==> src/rtl/rita_pkg.sv <==
// Package for the radix integer to ASCII converter.
// Holds the item structs, the fixed constants and the digit-to-character function.
// It depends on nothing else.
`timescale 1ns / 1ps

package rita_pkg;

    // Default width of the converted value.
    localparam int VALUE_BITS_DEF = 32;

    // Fixed field widths.
    localparam int VALUE_W = 32;
    localparam int RADIX_W = 6;
    localparam int DIGIT_W = 6;
    localparam int CHAR_W  = 8;

    // Dividend bits retired by the divider in one clock cycle.
    localparam int STEP_BITS = 8;

    // Legal bases and the character map.
    localparam logic [RADIX_W-1:0] RADIX_MIN  = 6'd2;
    localparam logic [RADIX_W-1:0] RADIX_MAX  = 6'd36;
    localparam logic [DIGIT_W-1:0] DEC_DIGITS = 6'd10;
    localparam logic [CHAR_W-1:0]  CHAR_ZERO  = 8'h30;
    localparam logic [CHAR_W-1:0]  CHAR_A     = 8'h61;

    typedef struct packed {
        logic [VALUE_W-1:0] value;
        logic [RADIX_W-1:0] radix;
    } t_in_item;

    typedef struct packed {
        logic [CHAR_W-1:0] char_out;
        logic              last_char;
        logic              bad_radix;
    } t_out_item;

    typedef enum logic [1:0] {
        S_IDLE,
        S_DIV,
        S_EMIT,
        S_DRAIN
    } t_state;

    // Maps a digit value to its lower-case ASCII character.
    function automatic logic [CHAR_W-1:0] f_digit_char(input logic [DIGIT_W-1:0] d);
        logic [CHAR_W-1:0] c;
        if (d < DEC_DIGITS) begin
            c = CHAR_ZERO + CHAR_W'(d);
        end else begin
            c = CHAR_A + CHAR_W'(d - DEC_DIGITS);
        end
        return c;
    endfunction

endpackage

==> src/rtl/radix_integer_to_ascii.sv <==
// Top level of the radix integer to ASCII converter: control sequencer,
// output register and assertions. Depends on rita_pkg, rita_div and rita_digit_mem.
`timescale 1ns / 1ps

// Usage
// An item (value and base) is transferred at a rising edge where start is high
// and busy is low. The block answers with one result transfer per character,
// most significant digit first, each marked by o_strobe for a single cycle; the
// last character of a conversion carries last_char. The receiver cannot stall,
// so every result is taken in the cycle it appears.
// Each digit costs one pass through the divider plus a write of the remainder
// into the digit store. Readback then streams one character per cycle from
// the store. Busy stays high while dividing, while reading and while the read
// pipeline drains.
// A base outside 2..36 gives one result with bad_radix set on the next cycle,
// and busy does not rise. A zero value gives the single character '0'.
// Reset (synchronous, active low) returns the sequencer to idle and clears the
// digit count; the digit store is not cleared, since every entry read back was
// written earlier by the same conversion.

module radix_integer_to_ascii #(
    parameter int VALUE_BITS = rita_pkg::VALUE_BITS_DEF
) (
    input  logic                i_clk,
    input  logic                i_rst_n,
    input  logic                start,
    output logic                busy,
    input  rita_pkg::t_in_item  i_item,
    output logic                o_strobe,
    output rita_pkg::t_out_item o_result
);

    localparam int ADDR_W = (VALUE_BITS > 1) ? $clog2(VALUE_BITS) : 1;
    localparam int CNT_W  = $clog2(VALUE_BITS + 1);

    rita_pkg::t_state              r_state;
    rita_pkg::t_state              n_state;
    logic [CNT_W-1:0]              r_count;
    logic [rita_pkg::RADIX_W-1:0]  r_radix;
    logic [ADDR_W-1:0]             r_rd_idx;
    logic                          r_rd_vld;
    logic                          r_rd_last;
    logic                          r_out_valid;
    rita_pkg::t_out_item           r_out;

    logic                          w_accept;
    logic                          w_radix_ok;
    logic                          w_div_load;
    logic [VALUE_BITS-1:0]         w_div_dividend;
    logic                          w_div_done;
    logic [VALUE_BITS-1:0]         w_quot;
    logic [rita_pkg::DIGIT_W-1:0]  w_rem;
    logic                          w_quot_zero;
    logic                          w_wr_en;
    logic                          w_rd_en;
    logic [rita_pkg::DIGIT_W-1:0]  w_rd_data;

    assign w_radix_ok  = (i_item.radix >= rita_pkg::RADIX_MIN) &&
                         (i_item.radix <= rita_pkg::RADIX_MAX);
    assign w_quot_zero = (w_quot == '0);

    // Next-state logic. The divider runs once per digit; when the quotient
    // reaches zero, the stored digits are read back from the top entry down.
    always_comb begin
        n_state = r_state;
        case (r_state)
            rita_pkg::S_IDLE: begin
                if (start && w_radix_ok) begin
                    n_state = rita_pkg::S_DIV;
                end
            end
            rita_pkg::S_DIV: begin
                if (w_div_done && w_quot_zero) begin
                    n_state = rita_pkg::S_EMIT;
                end
            end
            rita_pkg::S_EMIT: begin
                if (r_rd_idx == '0) begin
                    n_state = rita_pkg::S_DRAIN;
                end
            end
            rita_pkg::S_DRAIN: begin
                n_state = rita_pkg::S_IDLE;
            end
            default: begin
                n_state = rita_pkg::S_IDLE;
            end
        endcase
    end

    // Sequencer outputs. The store is written only while dividing and read
    // only while emitting, so a read never meets a write to the same entry in
    // one cycle; the last write lands in the cycle before its readback begins.
    always_comb begin
        busy           = 1'b1;
        w_accept       = 1'b0;
        w_div_load     = 1'b0;
        w_div_dividend = w_quot;
        w_wr_en        = 1'b0;
        w_rd_en        = 1'b0;
        case (r_state)
            rita_pkg::S_IDLE: begin
                busy           = 1'b0;
                w_accept       = start;
                w_div_load     = start && w_radix_ok;
                w_div_dividend = VALUE_BITS'(i_item.value);
            end
            rita_pkg::S_DIV: begin
                w_wr_en    = w_div_done;
                w_div_load = w_div_done && !w_quot_zero;
            end
            rita_pkg::S_EMIT: begin
                w_rd_en = 1'b1;
            end
            rita_pkg::S_DRAIN: begin
                busy = 1'b1;
            end
            default: begin
                busy = 1'b1;
            end
        endcase
    end

    always_ff @(posedge i_clk) begin
        if (!i_rst_n) begin
            r_state     <= rita_pkg::S_IDLE;
            r_count     <= '0;
            r_rd_idx    <= '0;
            r_rd_vld    <= 1'b0;
            r_rd_last   <= 1'b0;
            r_out_valid <= 1'b0;
        end else begin
            r_state     <= n_state;
            r_rd_vld    <= w_rd_en;
            r_rd_last   <= w_rd_en && (r_rd_idx == '0);
            r_out_valid <= r_rd_vld || (w_accept && !w_radix_ok);
            if (w_accept) begin
                r_count <= '0;
            end else if (w_wr_en) begin
                r_count <= r_count + 1'b1;
            end
            if (w_wr_en && w_quot_zero) begin
                // The entry just written holds the most significant digit.
                r_rd_idx <= r_count[ADDR_W-1:0];
            end else if (w_rd_en) begin
                r_rd_idx <= r_rd_idx - 1'b1;
            end
        end
    end

    // Payload registers: the base is held for the whole conversion, and the
    // output register carries either the error result or a stored character.
    always_ff @(posedge i_clk) begin
        if (w_accept) begin
            r_radix <= i_item.radix;
        end
        if (w_accept && !w_radix_ok) begin
            r_out.char_out  <= '0;
            r_out.last_char <= 1'b1;
            r_out.bad_radix <= 1'b1;
        end else if (r_rd_vld) begin
            r_out.char_out  <= rita_pkg::f_digit_char(w_rd_data);
            r_out.last_char <= r_rd_last;
            r_out.bad_radix <= 1'b0;
        end
    end

    rita_div #(
        .VALUE_BITS (VALUE_BITS)
    ) u_div (
        .i_clk      (i_clk),
        .i_rst_n    (i_rst_n),
        .i_load     (w_div_load),
        .i_dividend (w_div_dividend),
        .i_radix    ((r_state == rita_pkg::S_IDLE) ? i_item.radix : r_radix),
        .o_done     (w_div_done),
        .o_quotient (w_quot),
        .o_rem      (w_rem)
    );

    rita_digit_mem #(
        .DEPTH  (VALUE_BITS),
        .ADDR_W (ADDR_W)
    ) u_mem (
        .i_clk     (i_clk),
        .i_wr_en   (w_wr_en),
        .i_wr_addr (r_count[ADDR_W-1:0]),
        .i_wr_data (w_rem),
        .i_rd_en   (w_rd_en),
        .i_rd_addr (r_rd_idx),
        .o_rd_data (w_rd_data)
    );

    assign o_strobe = r_out_valid;
    assign o_result = r_out;

`ifndef SYNTH
    // A conversion never produces more digits than the store holds.
    a_count_bound: assert property (@(posedge i_clk) disable iff (!i_rst_n)
        r_count <= CNT_W'(VALUE_BITS))
        else $error("digit count exceeds store depth");

    // The divider only finishes while the sequencer waits for it.
    a_done_in_div: assert property (@(posedge i_clk) disable iff (!i_rst_n)
        w_div_done |-> (r_state == rita_pkg::S_DIV))
        else $error("divider finished outside the divide phase");

    // An error result is always a single, final, zero character.
    a_bad_single: assert property (@(posedge i_clk) disable iff (!i_rst_n)
        (o_strobe && o_result.bad_radix) |->
        (o_result.last_char && (o_result.char_out == '0)))
        else $error("malformed bad radix result");

    // Characters of one conversion come out in consecutive cycles.
    a_contiguous: assert property (@(posedge i_clk) disable iff (!i_rst_n)
        (o_strobe && !o_result.last_char) |=> o_strobe)
        else $error("gap inside a character stream");

    // A valid base starts a conversion and raises busy.
    a_busy_after_start: assert property (@(posedge i_clk) disable iff (!i_rst_n)
        (start && !busy && w_radix_ok) |=> busy)
        else $error("busy did not rise after a transfer");
`endif

endmodule

==> src/rtl/rita_digit_mem.sv <==
// Digit store of the radix converter: a synchronous single-port-write,
// registered-read memory of remainders. Depends on rita_pkg.
`timescale 1ns / 1ps

module rita_digit_mem #(
    parameter int DEPTH  = rita_pkg::VALUE_BITS_DEF,
    parameter int ADDR_W = $clog2(rita_pkg::VALUE_BITS_DEF)
) (
    input  logic                         i_clk,
    input  logic                         i_wr_en,
    input  logic [ADDR_W-1:0]            i_wr_addr,
    input  logic [rita_pkg::DIGIT_W-1:0] i_wr_data,
    input  logic                         i_rd_en,
    input  logic [ADDR_W-1:0]            i_rd_addr,
    output logic [rita_pkg::DIGIT_W-1:0] o_rd_data
);

    logic [rita_pkg::DIGIT_W-1:0] r_mem [DEPTH];
    logic [rita_pkg::DIGIT_W-1:0] r_rd_data;

    always_ff @(posedge i_clk) begin
        if (i_wr_en) begin
            r_mem[i_wr_addr] <= i_wr_data;
        end
    end

    always_ff @(posedge i_clk) begin
        if (i_rd_en) begin
            r_rd_data <= r_mem[i_rd_addr];
        end
    end

    assign o_rd_data = r_rd_data;

endmodule

==> src/rtl/rita_div.sv <==
// Iterative divider of the radix converter: divides the value by the base,
// retiring a fixed number of dividend bits per cycle. Depends on rita_pkg.
`timescale 1ns / 1ps

module rita_div #(
    parameter int VALUE_BITS = rita_pkg::VALUE_BITS_DEF
) (
    input  logic                         i_clk,
    input  logic                         i_rst_n,
    input  logic                         i_load,
    input  logic [VALUE_BITS-1:0]        i_dividend,
    input  logic [rita_pkg::RADIX_W-1:0] i_radix,
    output logic                         o_done,
    output logic [VALUE_BITS-1:0]        o_quotient,
    output logic [rita_pkg::DIGIT_W-1:0] o_rem
);

    localparam int STEP_BITS = rita_pkg::STEP_BITS;
    localparam int STEPS     = (VALUE_BITS + STEP_BITS - 1) / STEP_BITS;
    localparam int PAD_W     = STEPS * STEP_BITS;
    localparam int CNT_W     = (STEPS > 1) ? $clog2(STEPS) : 1;

    logic                         r_run;
    logic                         r_done;
    logic [CNT_W-1:0]             r_cnt;
    logic [PAD_W-1:0]             r_shift;
    logic [rita_pkg::DIGIT_W-1:0] r_rem;
    logic [PAD_W-1:0]             n_shift;
    logic [rita_pkg::DIGIT_W-1:0] n_rem;

    // Restoring division: the partial remainder stays below the base, so it
    // needs only one extra bit during each trial subtraction. Quotient bits
    // shift in at the bottom as dividend bits leave at the top.
    always_comb begin
        logic [rita_pkg::DIGIT_W:0]   trial;
        logic [rita_pkg::DIGIT_W-1:0] rem;
        logic [PAD_W-1:0]             sh;
        rem = r_rem;
        sh  = r_shift;
        for (int j = 0; j < STEP_BITS; j++) begin
            trial = {rem, sh[PAD_W-1]};
            sh    = {sh[PAD_W-2:0], 1'b0};
            if (trial >= {1'b0, i_radix}) begin
                rem   = rita_pkg::DIGIT_W'(trial - {1'b0, i_radix});
                sh[0] = 1'b1;
            end else begin
                rem = trial[rita_pkg::DIGIT_W-1:0];
            end
        end
        n_shift = sh;
        n_rem   = rem;
    end

    always_ff @(posedge i_clk) begin
        if (!i_rst_n) begin
            r_run  <= 1'b0;
            r_done <= 1'b0;
            r_cnt  <= '0;
        end else begin
            r_done <= 1'b0;
            if (i_load) begin
                r_run <= 1'b1;
                r_cnt <= '0;
            end else if (r_run) begin
                if (r_cnt == CNT_W'(STEPS - 1)) begin
                    r_run  <= 1'b0;
                    r_done <= 1'b1;
                end else begin
                    r_cnt <= r_cnt + 1'b1;
                end
            end
        end
    end

    always_ff @(posedge i_clk) begin
        if (i_load) begin
            r_shift <= PAD_W'(i_dividend);
            r_rem   <= '0;
        end else if (r_run) begin
            r_shift <= n_shift;
            r_rem   <= n_rem;
        end
    end

    assign o_done     = r_done;
    assign o_quotient = r_shift[VALUE_BITS-1:0];
    assign o_rem      = r_rem;

endmodule
==> config.mk <==
export PLATFORM = sky130hd
export DESIGN_NAME = radix_integer_to_ascii
export DESIGN_NICKNAME = d
export VERILOG_FILES = /design/src/rtl/rita_pkg.sv /design/src/rtl/radix_integer_to_ascii.sv /design/src/rtl/rita_digit_mem.sv /design/src/rtl/rita_div.sv
export SDC_FILE = /design/constraint.sdc
export NUM_CORES = 1
export LEC_CHECK = 0
export BUFFER_PORTS_ARGS = -buffer_cell sky130_fd_sc_hd__buf_2
export CAP_MARGIN = 0
export CORE_UTILIZATION = 58
export DETAILED_ROUTE_END_ITERATION = 10
export GPL_TIMING_DRIVEN = 1
export PLACE_DENSITY_LB_ADDON = 0.05
export SLEW_MARGIN = 0
export SYNTH_ARGS = -nofsm -noshare
export SYNTH_HDL_FRONTEND = slang
export SYNTH_SLANG_ARGS = --single-unit
==> constraint.sdc <==
create_clock -name i_clk -period 33 [get_ports i_clk]
set_input_delay 4.95 -clock i_clk [delete_from_list [all_inputs] [get_ports i_clk]]
set_output_delay 4.95 -clock i_clk [all_outputs]
set_load 0.05 [all_outputs]
# Word-level counts from Yosys, hierarchy flattened
# Memories as Yosys holds them, arrays and structs flattened. A register that Yosys moved wholly into a read port is not among the register bits.
# Cells that the tools add are included.
# W data, S select, Z words.
[word_totals]
memories = 1
output_inout_bits = 12
input_bits = 41
reg_bits = 74
ramBits = 192
[mem_list]
columns = ["name", "depth", "word_bits", "rd", "rd_ports_with_merged_regs", "write_ports", "line_no", "source"]
rows = [
  ["u_mem.r_mem", 32, 6, 1, 1, 1, "rita_digit_mem.sv:18", "logic [rita_pkg::DIGIT_W-1:0] r_mem [DEPTH];"],
]
[op_classes]
reduce_logical = 21
add_sub_neg = 14
n_bitwise = 3
magnitude_cmp = 11
n_eq_ne = 8
muxes = 38
[ops]
columns = ["op", "count"]
rows = [
  ["$mux W32", 3],
  ["$ge A7 B6 Y1", 8],
  ["$mux W6", 9],
  ["$sub A6 B6 Y6", 8],
  ["$logic_not A32 Y1", 1],
  ["$mux W1", 18],
  ["$mux W5", 2],
  ["$add A7 B8 Y8 const A", 1],
  ["$mux W8", 1],
  ["$ne A2 B2 Y1 const B", 4],
  ["$pmux W2 S4", 1],
  ["$add A6 B6 Y7 const A", 1],
  ["$logic_and A1 B1 Y1", 7],
  ["$sub A6 B4 Y7 const B", 1],
  ["$add A6 B1 Y6 const B", 1],
  ["$eq A2 B2 Y1 const B", 3],
  ["$ge A6 B2 Y1 const B", 1],
  ["$le A6 B6 Y1 const B", 1],
  ["$lt A6 B4 Y1 const B", 1],
  ["$mux W2", 3],
  ["$logic_not A5 Y1", 1],
  ["$sub A5 B1 Y5 const B", 1],
  ["$reduce_and A2 Y1", 2],
  ["$reduce_bool A2 Y1", 2],
  ["other kinds (10)", 14],
]

# Longest topological paths before layout
[depth]
ltp_word = 20
mapped_depth = 80

# Cells and area by module
# A second synthesis with hierarchy kept.
[unflattened]
hier_cells = 1007
hier_area_um2 = 14327.5
[by_module_without_submodules]
columns = ["mod", "area_each_um2", "cells_each", "instances", "seq_area_each_um2"]
rows = [
  ["rita_digit_mem", 7649.8, 323, 1, 5945.7],
  ["rita_div", 4581.9, 465, 1, 1161.1],
  ["radix_integer_to_ascii", 2095.8, 219, 1, 680.7],
]

# Least setup slack after synthesis
# OpenSTA, ideal clock, no wires.
[synth_path]
path_type = "input to register"
startpoint = "input i_item[5] in the netlist's numbering"
endpoint = "register u_div.r_rem (netlist bit u_div.o_rem[4])"
t_required_ns = 32.937
setup_ns = 0.063
n_path_buf = 2
path_slack_ns = 13.404
stages = 71
arrival_time_ns = 19.533
cell_sequence = "mux2i_1 ha_1 a311oi_2 nand2_1 a31o_2 o21ai_0 inv_1 ha_1 a21oi_1 o21ai_0 a21oi_1 o21bai_1 or2_1 buf_2 nor2_1 a21oi_1 ha_1 nor2b_1 [... 35 more ...] inv_1 ha_1 nor2b_1 o21ai_0 nand2b_1 a21o_1 a21o_1 a211oi_1 o211a_1 buf_6 mux2i_1 ha_1 a21o_1 a21o_1 o21ai_2 a311o_1 a2111o_1 nand3_1"
[synth_between]
elab_chain_len = 17
[synth_rtl]
columns = ["element", "line_no", "source"]
rows = [
  ["from (decl)", "radix_integer_to_ascii.sv:28", "input rita_pkg::t_in_item i_item,"],
  ["$mux W6", "radix_integer_to_ascii.sv:175", ".i_radix ((r_state == rita_pkg::S_IDLE) ? i_item.radix : r_radix),"],
  ["$sub A6 B6 Y6 or $ge A7 B6 Y1 (tied branches)", "rita_div.sv:44, rita_div.sv:43", ""],
  ["$mux W6", "rita_div.sv:43", "if (trial >= {1'b0, i_radix}) begin"],
  ["$ge A7 B6 Y1 or $sub A6 B6 Y6 (tied branches)", "rita_div.sv:43, rita_div.sv:44", ""],
  ["$mux W6", "rita_div.sv:43", ""],
  ["$sub A6 B6 Y6 or $ge A7 B6 Y1 (tied branches)", "rita_div.sv:44, rita_div.sv:43", ""],
  ["$mux W6", "rita_div.sv:43", ""],
  ["$sub A6 B6 Y6 or $ge A7 B6 Y1 (tied branches)", "rita_div.sv:44, rita_div.sv:43", ""],
  ["$mux W6", "rita_div.sv:43", ""],
  ["$sub A6 B6 Y6 or $ge A7 B6 Y1 (tied branches)", "rita_div.sv:44, rita_div.sv:43", ""],
  ["$mux W6", "rita_div.sv:43", ""],
  ["$sub A6 B6 Y6 or $ge A7 B6 Y1 (tied branches)", "rita_div.sv:44, rita_div.sv:43", ""],
  ["$mux W6", "rita_div.sv:43", ""],
  ["$ge A7 B6 Y1 or $sub A6 B6 Y6 (tied branches)", "rita_div.sv:43, rita_div.sv:44", ""],
  ["$mux W6", "rita_div.sv:43", ""],
  ["$sub A6 B6 Y6 or $ge A7 B6 Y1 (tied branches)", "rita_div.sv:44, rita_div.sv:43", ""],
  ["$mux W6", "rita_div.sv:43", ""],
  ["to (signal assigned)", "rita_div.sv:81", "r_rem <= n_rem;"],
  ["to (decl)", "rita_div.sv:27", "logic [rita_pkg::DIGIT_W-1:0] r_rem;"],
]
# Several ways; a longest one is shown, not always the timed one.
# A chain may end at the register's enable or synchronous reset.

# Final worst setup path
[layout_path]
startpoint = "input i_item[1] in the netlist's numbering"
endpoint = "register u_div.r_rem (netlist bit u_div.o_rem[4])"
[layout_between]
elab_chain_len = 17
[layout_rtl]
columns = ["element", "line_no"]
rows = [
  ["$mux W6", "radix_integer_to_ascii.sv:175"],
  ["$sub A6 B6 Y6 or $ge A7 B6 Y1 (tied branches)", "rita_div.sv:44, rita_div.sv:43"],
  ["$mux W6", "rita_div.sv:43"],
  ["$sub A6 B6 Y6 or $ge A7 B6 Y1 (tied branches)", "rita_div.sv:44, rita_div.sv:43"],
  ["$mux W6", "rita_div.sv:43"],
  ["$sub A6 B6 Y6 or $ge A7 B6 Y1 (tied branches)", "rita_div.sv:44, rita_div.sv:43"],
  ["$mux W6", "rita_div.sv:43"],
  ["$sub A6 B6 Y6 or $ge A7 B6 Y1 (tied branches)", "rita_div.sv:44, rita_div.sv:43"],
  ["$mux W6", "rita_div.sv:43"],
  ["$sub A6 B6 Y6 or $ge A7 B6 Y1 (tied branches)", "rita_div.sv:44, rita_div.sv:43"],
  ["$mux W6", "rita_div.sv:43"],
  ["$ge A7 B6 Y1 or $sub A6 B6 Y6 (tied branches)", "rita_div.sv:43, rita_div.sv:44"],
  ["$mux W6", "rita_div.sv:43"],
  ["$sub A6 B6 Y6 or $ge A7 B6 Y1 (tied branches)", "rita_div.sv:44, rita_div.sv:43"],
  ["$mux W6", "rita_div.sv:43"],
  ["$sub A6 B6 Y6 or $ge A7 B6 Y1 (tied branches)", "rita_div.sv:44, rita_div.sv:43"],
  ["$mux W6", "rita_div.sv:43"],
]
# Several ways; a longest one is shown, not always the timed one.

==> results.ini <==
[outcome]
outcome=completed

[logic_synthesis]
synthCells=1078
synth_seq_cells=271
ys_seq_area_share_pct=55.57
synth-main-ff-cell=edfxtp_1
syn-num-nets=1184
synth_area_mm2=0.01401
yosys_warnings=0
ys_types=85
syn_avg_cell_area_um2=13.00
async_flop_share_pct=0
synth-edff-count=236

[place]
port_buffers=52
hpwl_um=21500
gp_congestion=0.9235

[drt]
finalWirelength_um=31680
detail-route-antenna-nets=0
first_pass_iters=5
vias=8911
routedWlPerCell_um=21.57
route.detailed.drc=0
drt_iter0_markers=701
vias_per_cell=6.066

[setup_path]
crit_path_start_kind=input pin
crit_top_cell=a21o_1
cp.required_ns=33.47
critPathArrivalTime_ns=21.57
cp_slowest_cell=mux2i_4
setup.worst_path.end_class=flip-flop
crit_fanout=13
path_class=in2reg
cpPeakStageDelay_ns=0.49

[global_routing]
groute.usage.overall_pct=26.45
antenna_found_initial=0
grt_overflow_total=0
grt_pass1_wl_um=49110
grt_max_degree=52
grt_pass1_vias=8753

[floorplanning]
std_cell_rows=56
io_pins=53
fp.coreArea_mm2=0.02361
die-area_mm2=0.02479
die_h_um=157.4
die_w_um=157.4
start_util_pct=59.35

[timing]
finalHoldViolCount=0
timing.final.crit_period_ns=21.10
max_slew_margin_pct=30.94
setup_violations=0
fin_worst_skew_ns=0.01188
slew_viol_final=0
rsz0062_at_grt=false
min_period_over_period_pct=63.93
fin_setup_tns_ns=0
clock.fmax_ghz=0.04740
worst_pin_slew_ns=1.036

[clock_tree]
cts.path.max_buffers=3
cts_max_level=1
cts_tree=yes
cts_resized=0
path_clk_slew_ns=0.06
clk_latency_ns=0.54
cts_hold_buffers=0
numCtsBuffers=27
clock-sinks=271
cts_root_buf=clkbuf_16
postCtsSetupBuffers=0

[layout]
syn_to_final_growth_pct=10.18
final_nets=1239
drive_above_1_share_pct=19.22
antennaDiodeCount=0

[flow_run]
cap_violations=0

[worst_hold_path]
hold_path.class=reg2reg

==> cells by family after synthesis <==
kind of cell	Yosys count	share of synthesized area [%]
buffers and inverters	93	2.652
XOR/XNOR	45	2.813
adder cells (fa/ha/maj)	69	6.482
AND/OR/NAND/NOR	326	10.55
flip-flops	271	55.57
AO/OA/AOI/OAI	176	9.179
multiplexers	98	12.75
==> cell type report <==
type	instances	area (um^2)
well taps	319	399.1
repair buffers	65	357.8
multi-input cells	714	5867
inverters	54	203.9
clock inverters	12	97.59
flip-flops and latches	271	7792
fillers	1764	8173
clock buffers	34	721.9
==> metal layers <==
layer	vias to the layer above	part of all wire, %	track usage (%)
met3	51	4.5	2.808
met5	-	0	0
li1	4181	-	-
met1	4419	42	34.57
met2	260	51	46.65
met4	0	2.6	7.721
==> placed cells by master (no fill, tap or decap), types with 4 or more instances in the layout <==
cell type	count
nor2b_1	10
and3_1	4
a21oi_1	34
xor2_1	19
nand3_1	16
a22oi_1	4
nand4_1	9
o221ai_1	6
o2111ai_1	5
nand2b_1	9
mux2_2	18
nor3_1	9
a21o_1	20
mux4_2	60
a31o_2	4
ha_1	58
nor4_1	8
a31oi_1	9
a211oi_1	6
o21ai_0	35
clkbuf_1	5
mux2_4	4
and2_1	7
xnor2_1	26
mux2i_1	14
buf_4	13
clkinv_2	6
o31ai_1	6
nand2_1	138
dfxtp_1	33
clkinv_1	5
buf_2	52
o21a_1	6
nor2_1	95
inv_1	50
edfxtp_1	236
fa_1	7
clkbuf_16	27
nand3b_1	4
==> final timing paths <==
check | startpoint | to | slack, ns | cells past startpoint
worst min register to register | o_result[8]$_SDFFE_PP0P_ | o_result[8]$_SDFFE_PP0P_ | 0.45 | 2
worst min-delay path | o_result[8]$_SDFFE_PP0P_ | o_result[8]$_SDFFE_PP0P_ | 0.45 | 2
worst max-delay path | i_item[1] | u_div.o_rem[4]$_SDFFE_PP0P_ | 11.90 | 72
worst max register to register | r_state[0]$_SDFFE_PN0P_ | u_div.o_rem[4]$_SDFFE_PP0P_ | 15.22 | 73
==> synth_stat cells, drive strengths merged (3+ instances only) <==
master / count / share of area, %
edfxtp: 236 / 51
xnor2: 26 / 1.6
or2: 4 / 0.18
mux2: 22 / 1.9
a211o: 3 / 0.19
dfxtp: 35 / 5.0
mux2i: 16 / 1.2
buf: 10 / 0.42
o31ai: 8 / 0.56
nand4: 9 / 0.40
fa: 7 / 1.0
mux4: 60 / 9.6
a31o: 4 / 0.25
nor2: 95 / 2.5
o221ai: 6 / 0.37
o21ai: 37 / 1.4
nand2: 138 / 3.7
o2111ai: 5 / 0.31
nand3b: 4 / 0.21
nand3: 16 / 0.57
nor2b: 10 / 0.45
inv: 52 / 1.4
and2: 7 / 0.31
a31oi: 11 / 0.64
maj3: 4 / 0.30
nand2b: 9 / 0.40
a22oi: 5 / 0.27
a21oi: 36 / 1.4
nor4: 9 / 0.45
and3: 4 / 0.18
ha: 58 / 5.2
clkbuf: 29 / 0.78
a21o: 20 / 1.1
a211oi: 7 / 0.41
o21a: 6 / 0.32
a311oi: 3 / 0.23
or3: 3 / 0.13
xor2: 19 / 1.2
nor3: 9 / 0.32
o211ai: 3 / 0.16
==> critical path: cells and delay by family <==
kind,cells,cell delay (ns)
buffers and inverters,4,0.58
muxes,6,2.44
and+or+nand+nor,18,2.90
adders and majority gates,8,2.36
AOI/OAI and AO/OA,36,8.28
==> through the flow <==
stage	utilization, %	worst slack [ns]	instance area (um^2)	instances	hold slack (ns)
CTS	65.39	12.00	15440	1469	0.4499
detailed placement	61.92	11.47	14620	1423	0.4417
floorplan	-	13.40	14010	1078	0.4219
global placement	61.92	11.83	14620	1423	0.4369
finish	65.39	11.90	15440	1469	0.4479
global route	65.39	10.54	15440	1469	0.4743
==> registers in the layout (all words and copies together) (netlist names) <==
name	cells
o_strobe	1
u_div.o_quotient	32
r_count	5
r_state	2
r_radix	6
u_div.o_rem	6
o_result	10
r_rd_last	1
u_div.r_run	1
r_rd_idx	5
u_div.o_done	1
u_div.r_cnt	2
r_rd_vld	1
u_mem.r_mem	192
u_mem.o_rd_data	6
Power is not shown: default switching activity piles up to over one toggle a cycle in this logic, so the estimate is an artifact.
